## config.mk

```make
export PLATFORM = sky130hd
export DESIGN_NAME = rbb_ctrl
export DESIGN_NICKNAME = d
export VERILOG_FILES = /design/src/design/rbb_pkg.sv /design/src/design/rbb_ctrl.sv
export SDC_FILE = /design/constraint.sdc
export NUM_CORES = 1
export LEC_CHECK = 0
export ABC_AREA = 0
export BUFFER_PORTS_ARGS = -buffer_cell sky130_fd_sc_hd__buf_2
export CAP_MARGIN = 20
export CORE_AREA = 2 2 39 41
export DETAILED_ROUTE_END_ITERATION = 16
export DIE_AREA = 0 0 41 43
export GPL_TIMING_DRIVEN = 1
export PLACE_DENSITY = 0.43
export SLEW_MARGIN = 10
export SYNTH_ARGS = -nofsm -noshare
export SYNTH_HDL_FRONTEND = slang
export SYNTH_SLANG_ARGS = --single-unit
export TNS_END_PERCENT = 1
```

## constraint.sdc

```tcl
create_clock -name clk -period 1.4 [get_ports clk]
set_input_delay 0.21 -clock clk [delete_from_list [all_inputs] [get_ports clk]]
set_output_delay 0.21 -clock clk [all_outputs]
set_load 0.01 [all_outputs]
```

## src/design/rbb_pkg.sv

```systemverilog
`timescale 1ns / 1ps
package rbb_pkg;

	// Fixed field widths of the channels and the configuration port.
	localparam int CHAN_W      = 8;
	localparam int PIX_W       = 3 * CHAN_W;
	localparam int RADIUS_W    = 3;
	localparam int FWIDTH_W    = 12;
	localparam int FHEIGHT_W   = 13;
	localparam int CFG_DATA_W  = 13;
	localparam int CFG_INDEX_W = 2;
	localparam int QUOT_W      = 8;

	// Register values after reset.
	localparam logic [RADIUS_W-1:0]  RADIUS_RST  = 3'd1;
	localparam logic [FWIDTH_W-1:0]  FWIDTH_RST  = 12'd640;
	localparam logic [FHEIGHT_W-1:0] FHEIGHT_RST = 13'd480;

	// Request kinds on the pixel channel.
	localparam logic CMD_PIXEL = 1'b0;
	localparam logic CMD_DRAIN = 1'b1;

	typedef enum logic [CFG_INDEX_W-1:0] {
		CFG_RADIUS  = 2'd0,
		CFG_FWIDTH  = 2'd1,
		CFG_FHEIGHT = 2'd2
	} cfg_reg_t;

	typedef enum logic [2:0] {
		ST_IDLE,
		ST_CHECK,
		ST_BACK,
		ST_READ,
		ST_FLUSH,
		ST_LOAD,
		ST_DIV,
		ST_EMIT
	} state_t;

	// Commands from the controller to the datapath.
	typedef struct packed {
		logic wr_pix;
		logic win_init;
		logic back_step;
		logic read_step;
		logic div_init;
		logic div_step;
		logic emit;
	} ctrl_cmd_t;

	// Status from the datapath to the controller.
	typedef struct packed {
		logic in_done;
		logic emit_ready;
		logic k_zero;
		logic win_last;
		logic div_last;
		logic out_free;
	} dp_stat_t;

endpackage

```

## src/design/rbb_ctrl.sv

```systemverilog
`timescale 1ns / 1ps
module rbb_ctrl (
	input  logic                clk,
	input  logic                arst_n,
	input  logic                in_valid,
	input  logic                in_cmd,
	output logic                in_ready,
	input  rbb_pkg::dp_stat_t   stat,
	output rbb_pkg::ctrl_cmd_t  ctl
);

	rbb_pkg::state_t state_q, state_d;

	// State register.
	always_ff @(posedge clk or negedge arst_n) begin
		if (!arst_n) begin
			state_q <= rbb_pkg::ST_IDLE;
		end else begin
			state_q <= state_d;
		end
	end

	// Sequencing of one request: store, check, window walk, divide, hand off.
	always_comb begin
		state_d  = state_q;
		ctl      = '0;
		in_ready = 1'b0;
		case (state_q)
			rbb_pkg::ST_IDLE: begin
				in_ready = 1'b1;
				if (in_valid) begin
					ctl.wr_pix = (in_cmd == rbb_pkg::CMD_PIXEL) && !stat.in_done;
					state_d    = rbb_pkg::ST_CHECK;
				end
			end
			rbb_pkg::ST_CHECK: begin
				if (stat.emit_ready) begin
					ctl.win_init = 1'b1;
					state_d      = rbb_pkg::ST_BACK;
				end else begin
					state_d = rbb_pkg::ST_IDLE;
				end
			end
			rbb_pkg::ST_BACK: begin
				if (stat.k_zero) begin
					state_d = rbb_pkg::ST_READ;
				end else begin
					ctl.back_step = 1'b1;
				end
			end
			rbb_pkg::ST_READ: begin
				ctl.read_step = 1'b1;
				if (stat.win_last) begin
					state_d = rbb_pkg::ST_FLUSH;
				end
			end
			rbb_pkg::ST_FLUSH: begin
				state_d = rbb_pkg::ST_LOAD;
			end
			rbb_pkg::ST_LOAD: begin
				ctl.div_init = 1'b1;
				state_d      = rbb_pkg::ST_DIV;
			end
			rbb_pkg::ST_DIV: begin
				ctl.div_step = 1'b1;
				if (stat.div_last) begin
					state_d = rbb_pkg::ST_EMIT;
				end
			end
			rbb_pkg::ST_EMIT: begin
				if (stat.out_free) begin
					ctl.emit = 1'b1;
					state_d  = rbb_pkg::ST_IDLE;
				end
			end
			default: begin
				state_d = rbb_pkg::ST_IDLE;
			end
		endcase
	end

endmodule

```

Word-level counts from Yosys, hierarchy flattened
Cells that the tools add are included.
Widths: inputs -> output; s select.
{ "word_totals": {"inputBits": 10, "ram_bits": 0, "regBits": 3, "latch_bits": 0, "rom_bits": 0, "wordCells": 37, "mem_count": 0, "output_inout_bits": 8} }
{ "classes": {"eq_ne": 12, "div": 0, "n_lt_le_gt_ge": 0, "multipliers": 0, "add_sub_neg": 0, "bitwise": 1, "muxes": 19, "n_reduce_logical": 4, "shift": 0} }
{ "op_table": {"columns": ["operator", "count"], "rows": [
  ["$pmux 3 s8", 1],
  ["$mux 3", 5],
  ["$eq 3x3->1 const B", 4],
  ["$mux 1", 12],
  ["$ne 2x2->1 const B", 5],
  ["$eq 3x2->1 const B", 2],
  ["$reduce_and 5->1", 1],
  ["$eq 3x1->1 const B", 1],
  ["$logic_not 3->1", 1],
  ["$mux 2", 1],
  ["$logic_and 1x1->1", 1],
  ["$logic_not 1->1", 1],
  ["$not 1->1", 1]
]} }

Logic depth before layout (Yosys ltp)
{ "depth": {"word_depth": 4, "mapped_depth": 4, "depth_no_buf": 3} }

Least setup slack after synthesis
OpenSTA, ideal clock, no wires.
{ "synth_timing": {"kind": "reg-to-output", "startpoint": "register state_q[2]", "endpoint": "output port ctl[6] (netlist name)", "path_buffers": 1, "slack_ns": 0.193, "arrival_time_ns": 0.997, "required_ns": 1.190, "stages_incl_launch_ff": 4, "cell_sequence": "dfrtp_1 -> buf_2 -> nor3_2 -> and3_1"} }
{ "synth_lines": {"columns": ["element", "line", "source"], "rows": [
  ["start: declaration", "rbb_ctrl.sv:12", "rbb_pkg::state_t state_q, state_d;"],
  ["start signal: assignment", "rbb_ctrl.sv:17", "state_q <= rbb_pkg::ST_IDLE;"],
  ["start signal: assignment", "rbb_ctrl.sv:19", "state_q <= state_d;"],
  ["end: declaration", "rbb_ctrl.sv:9", "output rbb_pkg::ctrl_cmd_t ctl"]
]} }

==> flow_summary.ini <==
[final_layout]
antennaDiodeCount = 0
largest_reg_flops = 3
final_nets = 65
final_util = 0.292
drive_above_1_share = 0.593
layout_common_cells = buf_2, nand2_1, nor2_1, buf_4
regMostFlops = state_q
largestRegisters = state_q: 3 flops
final_common_cell = buf_2
synthToLayoutAreaGrowth_pct = 71.8

[global_route]
grt_use_total = 0.0815
grt_max_degree = 11
grt_overflow = 0
antenna_found_initial = 0
grt_pass1_vias = 234
grt_pass1_wl_um = 945

[hold_path]
min_from = stat[2]
holdPathEnd = state_q[2]$_DFFE_PN0P_
min-delay-path-class = primary input to flop
holdPathStages = 3

[worst_setup_path]
critPathArrivalTime_ps = 1150
slowest_stage = dfrtp_2
r2r-end = state_q[0]$_DFFE_PN0P_
start_kind = flop
cpLargestDelayFamily = flip-flops
cp_cell_sequence = buf_4 -> nor3_1 -> buf_2
crit_fanout = 6
cp-end-kind = output port
reg2reg_slack_ps = 110
critical_path_class = flop to output port
path_depth = 3
rr_worst_depth = 4
max_stage_delay_ps = 450
path_buf_inv = 2
reg2reg_from = state_q[1]$_DFFE_PN0P_
crit_required_ps = 1190

[drt]
drt-total-wl_um = 639
routedWlPerCell_um = 9.13
dr.pass1.iters = 1
drcViolationCount = 0
vias = 279
drt-initial-drc-count = 0
final_antenna_net_count = 0
viasPerCell = 3.99

[logic_synthesis]
syn_area_um2 = 235
synth.avg_cell_area_um2 = 7.59
yosysWarnings = 0
synth_seq_cells = 3
yosys.area_share.simple = 0.362
synth_top_family_by_area = simple AND/OR/NAND/NOR gates
ys_seq_area_frac = 0.319
synthXorXnorAreaFrac = 0
syn_nets = 41
synth_mux_area_frac = 0.0479
synthAdderAreaFrac = 0
yosysUniqueCellTypes = 18
synth_compound_area_frac = 0.149
netlist_instances = 31

[floorplan]
initial_utilization = 0.170
pin_count = 18
fp.coreArea_um2 = 1380
die_area_um2 = 1760
num_rows = 14
die_h_um = 43
die_x_um = 41

[placed_design]
place_ws_ps = 197
portBuffers = 17
dp_hpwl_um = 475
gp_congestion = 0.682

[timing]
min_period_ps = 1360
clock_skew_ps = 2.90
drv_slew = 0
fin_crit_sh = 0.973
rsz0062_at_grt = true
finalHoldViolations = 0
relSlewSlack = 0.850
whs_ps = 256
setup_ws_ps = 37.5
worst_slew_pin_slew_ps = 224
fmax_mhz = 734
setup_viol = 0

[run]
drv_cap = 0

[power]
leakagePower_nw = 0.210
p_per_area_nw_per_um2 = 2040
p_total_uw = 825
ir_drop_v = 0.000590

[cts]
clock_latency_ps = 230
cts_max_level = 1
cts_tree = done
cts_buffer_depth = 2
clock_sinks = 3
ctsRootBufferMaster = clkbuf_4
cts_inserted_buffers = 3
clkTransAtPathRegs_ps = 40

[run_status]
status = finished clean
## worst register-to-register path, cell delays in order (launching register included)
cell,delay (ps)
dfrtp_2,450
buf_4,150
mux2_1,310
o22ai_1,150
o22ai_1,100
## cells by family after synthesis
group,count (synthesis)
flops,3
buf+inv,5
mux,1
simple gates,16
compound gates,6
## metrics by stage
step                      setup TNS [ps]  instances  cell area [µm²]
final                                  0         70              404
after global routing                -110         70              404
after CTS                              0         67              373
after detailed placement               0         62              327
after global placement                 0         62              327
after floorplan                        0         31              235
## where the power goes
group          internal [mW]  leakage [nW]  switching, mW
logic                  0.221         0.164          0.203
registers              0.141        0.0311          0.108
clock network          0.107        0.0150         0.0454
total                  0.468         0.210          0.357
## layer usage
layer,share of wire,track usage,vias to the layer above,wire [µm]
met5,0,0,-,0
met4,0,0.0600,0,0
met3,0.10,0.0314,0,64
met2,0.44,0.116,13,281
met1,0.46,0.0939,114,293
li1,-,-,152,-
## Yosys cell counts (all sizes together)
cell	n	share of area
a211oi	1	0.032
a21oi	1	0.021
and3	1	0.027
buf	3	0.090
dfrtp	3	0.32
inv	2	0.032
mux2	1	0.048
nand2	5	0.080
nand3	1	0.043
nor2	5	0.080
nor3	2	0.064
nor3b	1	0.032
nor4b	1	0.037
o21ai	2	0.043
o22ai	2	0.053
## final cells by class
type / count / area (µm²)
clock buffer: 4 / 26.3
fill: 160 / 980
inverter: 2 / 7.51
multi-input combinational: 23 / 146
sequential: 3 / 78.8
tap: 16 / 20.0
timing repair buffer: 22 / 125
## timing repair
item / 4_1_cts / 5_1_grt
endpoints found under the hold margin: 3 / 0
resized for setup: 4 / 3
hold buffers: 1 / 0
buffers inserted: 0 / 3
pin swaps: 1 / 1
setup endpoints to repair: 4 / 5
## worst max-delay path by stage
stage	slack [ps]	to	from
final	40	ctl[5]	state_q[1]$_DFFE_PN0P_
after CTS	0.8	ctl[6]	state_q[0]$_DFFE_PN0P_
after global routing	-60	ctl[6]	state_q[1]$_DFFE_PN0P_
after detailed placement	200	ctl[4]	state_q[2]$_DFFE_PN0P_
after floorplan	190	ctl[6]	state_q[2]$_DFFE_PN0P_
after global placement	190	ctl[4]	state_q[2]$_DFFE_PN0P_
(Power assumes the default switching activity.)
